<file path="src/rtl/point_scale_rotate_translate_unit_assert.svh">
// Assertion macros shared by the point transform RTL.
`ifndef POINT_SCALE_ROTATE_TRANSLATE_UNIT_ASSERT_SVH
`define POINT_SCALE_ROTATE_TRANSLATE_UNIT_ASSERT_SVH

// Same-cycle implication, disabled during reset.
`define PSRT_ASSERT_IMP(name, clk, rst, ante, cons, msg) \
  name: assert property (@(posedge clk) disable iff (rst) (ante) |-> (cons)) \
    else $error(msg);

// Next-cycle implication, disabled during reset.
`define PSRT_ASSERT_NXT(name, clk, rst, ante, cons, msg) \
  name: assert property (@(posedge clk) disable iff (rst) (ante) |=> (cons)) \
    else $error(msg);

`endif

</file>
<file path="src/rtl/psrt_pkg.sv">
// Shared constants, types and tables of the point transform.
package psrt_pkg;

  localparam int FRAC_BITS  = 16;
  localparam int TRIG_STEPS = 24;

  localparam int COORD_W   = 32;
  localparam int SCALE_W   = 31;
  localparam int CFG_IDX_W = 3;

  localparam logic [CFG_IDX_W-1:0] REG_SCALE_X  = 3'd0;
  localparam logic [CFG_IDX_W-1:0] REG_SCALE_Y  = 3'd1;
  localparam logic [CFG_IDX_W-1:0] REG_ROTATION = 3'd2;
  localparam logic [CFG_IDX_W-1:0] REG_OFFSET_X = 3'd3;
  localparam logic [CFG_IDX_W-1:0] REG_OFFSET_Y = 3'd4;

  // Angle wrap: bias the angle positive, then restoring subtract of 360 deg.
  localparam longint ANGLE_FULL    = longint'(360) << FRAC_BITS;
  localparam longint ANGLE_HALF    = longint'(180) << FRAC_BITS;
  localparam longint ANGLE_QUARTER = longint'(90) << FRAC_BITS;
  localparam longint WRAP_TURNS    = ((longint'(1) << 31) + ANGLE_FULL - 1) / ANGLE_FULL;
  localparam longint WRAP_BIAS     = WRAP_TURNS * ANGLE_FULL;
  localparam int     WRAP_STEPS    = $clog2(2 * WRAP_TURNS + 2);
  localparam int     WRAP_W        = 35;
  localparam int     ANG_W         = FRAC_BITS + 10;

  // CORDIC
  localparam int CORDIC_W = 34;
  localparam int Z_W      = 33;
  localparam int DEG_W    = 28;
  localparam logic signed [CORDIC_W-1:0] CORDIC_GAIN = 34'sd652032874;
  localparam logic signed [DEG_W-1:0]    DEG_TO_RAD  = 28'sd74961321;
  localparam logic signed [COORD_W-1:0]  COS_RESET   = 32'sd1073741824;
  localparam logic signed [COORD_W-1:0]  SIN_RESET   = 32'sd0;

  // Datapath widths
  localparam int SPLIT  = 24;
  localparam int PROD_W = 2 * COORD_W;
  localparam int SX_W   = PROD_W - FRAC_BITS;
  localparam int AH_W   = SX_W - SPLIT;
  localparam int AL_W   = SPLIT + 1;
  localparam int HP_W   = AH_W + COORD_W;
  localparam int LP_W   = AL_W + COORD_W;
  localparam int HI_W   = HP_W + 1;
  localparam int LO_W   = LP_W + 1;
  localparam int T_W    = HI_W + 1;
  localparam int TP_W   = T_W + 1;
  localparam int Q_W    = TP_W - 6;
  localparam int V_W    = Q_W + 1;

  typedef struct packed {
    logic                       busy;
    logic signed [COORD_W-1:0]  cos_q30;
    logic signed [COORD_W-1:0]  sin_q30;
  } trig_t;

  typedef struct packed {
    logic        [SCALE_W-1:0]  scale_x;
    logic        [SCALE_W-1:0]  scale_y;
    logic signed [COORD_W-1:0]  offset_x;
    logic signed [COORD_W-1:0]  offset_y;
    logic signed [COORD_W-1:0]  cos_q30;
    logic signed [COORD_W-1:0]  sin_q30;
  } coef_t;

  // atan(2^-i) in Q2.30, truncated
  function automatic logic [31:0] atan_q30(input logic [4:0] idx);
    logic [31:0] v;
    case (idx)
      5'd0:  v = 32'd843314856;
      5'd1:  v = 32'd497837829;
      5'd2:  v = 32'd263043836;
      5'd3:  v = 32'd133525158;
      5'd4:  v = 32'd67021686;
      5'd5:  v = 32'd33543515;
      5'd6:  v = 32'd16775850;
      5'd7:  v = 32'd8388437;
      5'd8:  v = 32'd4194282;
      5'd9:  v = 32'd2097149;
      5'd10: v = 32'd1048575;
      5'd11: v = 32'd524287;
      5'd12: v = 32'd262143;
      5'd13: v = 32'd131071;
      5'd14: v = 32'd65535;
      5'd15: v = 32'd32767;
      5'd16: v = 32'd16383;
      5'd17: v = 32'd8191;
      5'd18: v = 32'd4095;
      5'd19: v = 32'd2047;
      5'd20: v = 32'd1023;
      5'd21: v = 32'd511;
      5'd22: v = 32'd255;
      5'd23: v = 32'd127;
      5'd24: v = 32'd63;
      5'd25: v = 32'd31;
      5'd26: v = 32'd15;
      5'd27: v = 32'd8;
      5'd28: v = 32'd4;
      5'd29: v = 32'd2;
      5'd30: v = 32'd1;
      default: v = 32'd0;
    endcase
    return v;
  endfunction

endpackage

</file>
<file path="src/rtl/psrt_trig.sv">
// Sine/cosine unit: angle wrap by restoring subtract, then iterative CORDIC.
module psrt_trig (
  input  logic                           clk,
  input  logic                           rst,
  input  logic                           start,
  input  logic [psrt_pkg::COORD_W-1:0]   angle,
  output psrt_pkg::trig_t                trig
);
  import psrt_pkg::*;

  localparam logic [2:0] ST_IDLE = 3'd0;
  localparam logic [2:0] ST_WRAP = 3'd1;
  localparam logic [2:0] ST_FOLD = 3'd2;
  localparam logic [2:0] ST_CONV = 3'd3;
  localparam logic [2:0] ST_ROT  = 3'd4;

  localparam int STEP_W = (WRAP_STEPS > 1) ? $clog2(WRAP_STEPS) : 1;
  localparam int CONV_W = ANG_W + DEG_W;

  logic [2:0]                  state;
  logic [STEP_W-1:0]           wrap_step;
  logic [WRAP_W-1:0]           wrap_acc;
  logic signed [ANG_W-1:0]     ang;
  logic                        neg;
  logic signed [Z_W-1:0]       z;
  logic signed [CORDIC_W-1:0]  x;
  logic signed [CORDIC_W-1:0]  y;
  logic [4:0]                  iter;

  logic [WRAP_W-1:0]           wrap_sub;
  logic signed [ANG_W-1:0]     fold_a0;
  logic signed [ANG_W-1:0]     fold_a1;
  logic signed [ANG_W-1:0]     fold_ang;
  logic                        fold_neg;
  logic signed [CONV_W-1:0]    conv_prod;
  logic signed [CONV_W-1:0]    conv_sum;
  logic signed [CORDIC_W-1:0]  dx;
  logic signed [CORDIC_W-1:0]  dy;
  logic signed [Z_W-1:0]       atan_v;
  logic signed [CORDIC_W-1:0]  x_fin;
  logic signed [CORDIC_W-1:0]  y_fin;

  always_comb begin
    wrap_sub = WRAP_W'(ANGLE_FULL) << wrap_step;

    // wrapped angle into [-180, 180), then fold to [-90, 90]
    fold_a0 = ANG_W'(wrap_acc);
    fold_a1 = (fold_a0 >= ANG_W'(ANGLE_HALF)) ? fold_a0 - ANG_W'(ANGLE_FULL) : fold_a0;
    fold_ang = fold_a1;
    fold_neg = 1'b0;
    if (fold_a1 > ANG_W'(ANGLE_QUARTER)) begin
      fold_ang = fold_a1 - ANG_W'(ANGLE_HALF);
      fold_neg = 1'b1;
    end else if (fold_a1 < -ANG_W'(ANGLE_QUARTER)) begin
      fold_ang = fold_a1 + ANG_W'(ANGLE_HALF);
      fold_neg = 1'b1;
    end

    // degrees to radians Q2.30, round half up
    conv_prod = CONV_W'(ang) * CONV_W'(DEG_TO_RAD);
    conv_sum  = conv_prod + CONV_W'(longint'(1) << (FRAC_BITS + 1));

    dx     = y >>> iter;
    dy     = x >>> iter;
    atan_v = Z_W'(signed'({1'b0, atan_q30(iter)}));

    x_fin = neg ? -x : x;
    y_fin = neg ? -y : y;
  end

  always_ff @(posedge clk) begin
    if (rst) begin
      state <= ST_IDLE;
    end else if (start) begin
      state     <= ST_WRAP;
      wrap_step <= STEP_W'(WRAP_STEPS - 1);
      wrap_acc  <= {{(WRAP_W-COORD_W){angle[COORD_W-1]}}, angle} + WRAP_W'(WRAP_BIAS);
    end else begin
      case (state)
        ST_WRAP: begin
          if (wrap_acc >= wrap_sub) begin
            wrap_acc <= wrap_acc - wrap_sub;
          end
          if (wrap_step == '0) begin
            state <= ST_FOLD;
          end else begin
            wrap_step <= wrap_step - 1'b1;
          end
        end
        ST_FOLD: begin
          ang   <= fold_ang;
          neg   <= fold_neg;
          state <= ST_CONV;
        end
        ST_CONV: begin
          z     <= Z_W'(conv_sum >>> (FRAC_BITS + 2));
          x     <= CORDIC_GAIN;
          y     <= '0;
          iter  <= '0;
          state <= ST_ROT;
        end
        ST_ROT: begin
          if (!z[Z_W-1]) begin
            x <= x - dx;
            y <= y + dy;
            z <= z - atan_v;
          end else begin
            x <= x + dx;
            y <= y - dy;
            z <= z + atan_v;
          end
          if (iter == 5'(TRIG_STEPS - 1)) begin
            state <= ST_IDLE;
          end else begin
            iter <= iter + 1'b1;
          end
        end
        default: state <= ST_IDLE;
      endcase
    end
  end

  // Capture once the final micro-rotation is in x/y.
  logic done;
  always_ff @(posedge clk) begin
    if (rst) begin
      done <= 1'b0;
    end else begin
      done <= !start && state == ST_ROT && iter == 5'(TRIG_STEPS - 1);
    end
  end

  logic signed [COORD_W-1:0] cos_out;
  logic signed [COORD_W-1:0] sin_out;
  always_ff @(posedge clk) begin
    if (rst) begin
      cos_out <= COS_RESET;
      sin_out <= SIN_RESET;
    end else if (done) begin
      cos_out <= COORD_W'(x_fin);
      sin_out <= COORD_W'(y_fin);
    end
  end

  assign trig.busy    = (state != ST_IDLE) || done;
  assign trig.cos_q30 = cos_out;
  assign trig.sin_q30 = sin_out;

endmodule

</file>
<file path="config.mk">
export PLATFORM = sky130hd
export DESIGN_NAME = psrt_trig
export DESIGN_NICKNAME = d
export VERILOG_FILES = /design/src/rtl/point_scale_rotate_translate_unit_assert.svh /design/src/rtl/psrt_pkg.sv /design/src/rtl/psrt_trig.sv
export SDC_FILE = /design/constraint.sdc
export NUM_CORES = 2
export LEC_CHECK = 0
export ABC_CLOCK_PERIOD_IN_PS = 10900
export BUFFER_PORTS_ARGS = -buffer_cell sky130_fd_sc_hd__buf_2
export CAP_MARGIN = 10
export CORE_ASPECT_RATIO = 2
export CORE_MARGIN = 4
export CORE_UTILIZATION = 30
export CTS_BUF_LIST = sky130_fd_sc_hd__clkbuf_4 sky130_fd_sc_hd__clkbuf_8 sky130_fd_sc_hd__clkbuf_16
export DETAILED_ROUTE_END_ITERATION = 8
export PLACE_DENSITY = 0.53
export SETUP_SLACK_MARGIN = 0.05
export SKIP_LAST_GASP = 1
export SYNTH_ARGS = -nofsm -noshare
export SYNTH_HDL_FRONTEND = slang
export SYNTH_SLANG_ARGS = --single-unit
</file>
<file path="constraint.sdc">
create_clock -name clk -period 10.9 [get_ports clk]
set_clock_uncertainty 0.15 [all_clocks]
set_input_delay 1.635 -clock clk [delete_from_list [all_inputs] [get_ports clk]]
set_output_delay 1.635 -clock clk [all_outputs]
set_load 0.02 [all_outputs]
</file>
==> impl_metrics.env <==
export IMPL_status="completed"
export IMPL_finalSetupTns_ps=0
export IMPL_start_util_pct=30.23
export IMPL_vias=29890
export IMPL_dieArea_sq_mm=0.1258
export IMPL_crit_path_end_kind="flip-flop"
export IMPL_path_cells="ha_1 -> inv_1 -> fa_1 -> fa_1 -> fa_1 -> fa_1 -> inv_1 -> fa_1 -> inv_1 -> fa_1 -> inv_1 -> ha_1 -> a211o_1 -> o311ai_0 -> a31oi_1 -> o21ai_0 -> a211oi_1 -> o31ai_1 -> and3_1 -> o31ai_1"
export IMPL_fillers=12410
export IMPL_grt_pass1_wl_um=204800
export IMPL_crit_slowest_cell="o21ai_0"
export IMPL_via_per_inst=5.462
export IMPL_cts_made_buffers=31
export IMPL_cts_tree="yes"
export IMPL_drtIter0Drc=1524
export IMPL_overflow=0
export IMPL_start_kind="flip-flop"
export IMPL_htreeDepth=1
export IMPL_antenna_found_initial=0
export IMPL_finalHoldViolations=0
export IMPL_syn2layout_area_growth_pct=8.700
export IMPL_critical_path_class="reg2reg"
export IMPL_required_ps=11110
export IMPL_worst_slack_ps=2858
export IMPL_dp_slack_ps=2855
export IMPL_cts_root_buf="clkbuf_16"
export IMPL_slew_headroom_pct=10.33
export IMPL_cp_arrival_ps=8250
export IMPL_die_h_um=497.6
export IMPL_postCtsSetupRepairBufs=0
export IMPL_drc_errors=0
export IMPL_fin_nets=4601
export IMPL_fin_crit_ps=8042
export IMPL_io_pin_count=100
export IMPL_timing_final_max_slew_violations=0
export IMPL_crit_fanout=7
export IMPL_synthArstFlopShare_pct=0
export IMPL_setup_viol=0
export IMPL_portBuffers=99
export IMPL_clkLatencyLatePin_ps=640
export IMPL_yosysWarnings=0
export IMPL_grt_setup_unrepaired="no"
export IMPL_post_drt_wl_per_cell_um=25.65
export IMPL_worst_pin_slew_ps=1333
export IMPL_synth_flop_cell="edfxtp_1"
export IMPL_dp_hpwl_um=113900
export IMPL_dieWidth_um=252.8
export IMPL_maxCapViolations=0
export IMPL_cp_common_cell="fa_1"
export IMPL_fmax_mhz=124.3
export IMPL_cts_hold_buf=0
export IMPL_grt_max_degree=101
export IMPL_syn_area_sq_mm=0.03595
export IMPL_dr_pass1_iters=5
export IMPL_final_common_cell="inv_1"
export IMPL_synth_distinct_cells=86
export IMPL_grt_usage_pct=21.80
export IMPL_ir_drop_mv=0.1201
export IMPL_post_cts_resized=0
export IMPL_power_leakage_nw=16.87
export IMPL_synth_nets=4606
export IMPL_ys_seq_area_share_pct=19.74
export IMPL_finalCritPeriodShare_pct=73.78
export IMPL_cts_sinks=269
export IMPL_layout_common_cells="inv_1, ha_1, nor2_1"
export IMPL_routabilityCongestion=1.047
export IMPL_clkSlewWorstSetupHoldPaths_ps=70
export IMPL_synth_edf_count=171
export IMPL_power_density_mw_per_mm2=63.29
export IMPL_clock_path_buffers=3
export IMPL_final_layout_size_suffix_gt1_share_pct=9.975
export IMPL_cpPeakStageDelay_ps=760
export IMPL_avgSynthCellArea_sq_um=9.196
export IMPL_core_area_sq_mm=0.1189
export IMPL_row_count=179
export IMPL_synth_cells=3910
export IMPL_wl_um=140400
export IMPL_ys_ff_latch=269
export IMPL_hp_class="reg2reg"
export IMPL_ant_nets=0
export IMPL_grt_pass1_vias=31890
==> stage by stage <==
| stage | util (%) | hold WS, ps | power [mW] | area (sq um) | cells |
|---|---|---|---|---|---|
| 2_1_floorplan | - | 277.8 | 1.349 | 35950 | 3910 |
| 3_3_place_gp | 32.00 | 300.9 | 1.430 | 38060 | 5409 |
| 3_5_place_dp | 32.00 | 302.3 | 1.432 | 38060 | 5409 |
| 4_1_cts | 32.85 | 317.8 | 2.514 | 39070 | 5467 |
| 5_1_grt | 32.85 | 324.8 | 2.585 | 39070 | 5468 |
| 6_report | 32.86 | 313.6 | 2.473 | 39080 | 5472 |
==> synth_stat cells (all sizes together), types with 10 or more instances <==
master / number / area [sq um]
or2: 20 / 125.1
nand4: 18 / 112.6
o21a: 43 / 322.8
o41ai: 11 / 96.34
fa: 257 / 5145
xnor2: 124 / 1086
nand2b: 44 / 275.3
nor4: 18 / 112.6
a21boi: 15 / 112.6
a22oi: 14 / 105.1
o21ai: 153 / 765.7
or4: 18 / 135.1
edfxtp: 171 / 5135
a21oi: 207 / 1036
o31ai: 41 / 307.8
nor2: 277 / 1040
xor2: 167 / 1463
a221oi: 12 / 105.1
mux4: 77 / 1734
a21o: 95 / 713.2
a211o: 10 / 87.58
o21bai: 18 / 135.1
and2: 30 / 187.7
buf: 49 / 252.7
o221ai: 14 / 122.6
and3: 30 / 187.7
o22ai: 23 / 143.9
mux2i: 71 / 710.7
dfxtp: 98 / 1962
clkbuf: 142 / 533.0
inv: 482 / 1809
nor2b: 24 / 150.1
nor3b: 14 / 105.1
a211oi: 101 / 758.2
nor3: 66 / 341.6
o211ai: 24 / 180.2
nand3: 52 / 260.3
a31oi: 46 / 287.8
nand2: 231 / 867.1
or3: 28 / 175.2
mux2: 65 / 735.7
ha: 404 / 5055
==> layer usage <==
| metal | vias to the layer above | track usage [%] | wire, um | share of wire (%) |
|---|---|---|---|---|
| li1 | 13840 | - | - | - |
| met1 | 14730 | 19.10 | 42590 | 30 |
| met2 | 873 | 42.42 | 76660 | 55 |
| met3 | 450 | 2.161 | 4749 | 3.4 |
| met4 | 0 | 19.98 | 16380 | 12 |
| met5 | - | 0 | 0 | 0 |
==> registers in the layout, indices dropped and copies added, names as in the netlist <==
register / cells
wrap_acc: 35
x: 34
y: 34
z: 33
cos_out: 32
sin_out: 32
atan_v: 30
ang: 26
iter: 5
state: 3
wrap_step: 3
done: 1
neg: 1
==> final timing paths <==
kind | start | endpoint | slack [ps] | cells past startpoint
min | wrap_acc[15] | ang[15] | 310 | 0
max reg2reg | ang[9] | z[28] | 2860 | 20
max | ang[9] | z[28] | 2860 | 20
min reg2reg | wrap_acc[15] | ang[15] | 310 | 0
==> cells by family (layout without fill, tap and decap cells) <==
| family | Yosys count | count (layout) | share of synthesized area, % |
|---|---|---|---|
| adders and majority gates | 661 | 661 | 28.37 |
| and+or+nand+nor | 901 | 901 | 12.11 |
| DFF | 269 | 269 | 19.74 |
| muxes | 213 | 213 | 8.846 |
| buffers and inverters | 675 | 695 | 7.238 |
| other | 0 | 4 | 0 |
| xor gates and xnor gates | 292 | 292 | 7.151 |
| AOI/OAI and AO/OA | 899 | 899 | 16.54 |
==> power breakdown <==
part	switching, mW	internal [mW]	total [mW]
clock network	0.496	0.571	1.07
logic	0.169	0.122	0.291
registers	0.0133	1.10	1.12
total	0.677	1.80	2.47
==> worst max-delay path: cells and delay by family, from the launching register on <==
| kind | cells | cell delay (ps) |
|---|---|---|
| AO/OA/AOI/OAI | 7 | 2640 |
| adder cells (fa/ha/maj) | 8 | 3950 |
| buffers and inverters | 4 | 240 |
| flip-flops | 1 | 550 |
| AND/OR/NAND/NOR | 1 | 210 |
==> final cells by class <==
cell class	instances	area, sq um	share of cell area [%]
sequential	269	7101	18.17
inverter	484	1817	4.648
clock inverter	20	142.6	0.3650
timing repair buffer	153	923.4	2.363
tap	1538	1924	4.924
antenna	4	10.01	0.02561
multi-input combinational	2966	26300	67.29
clock buffer	38	864.6	2.212
Power figures use the tool's default switching activity.
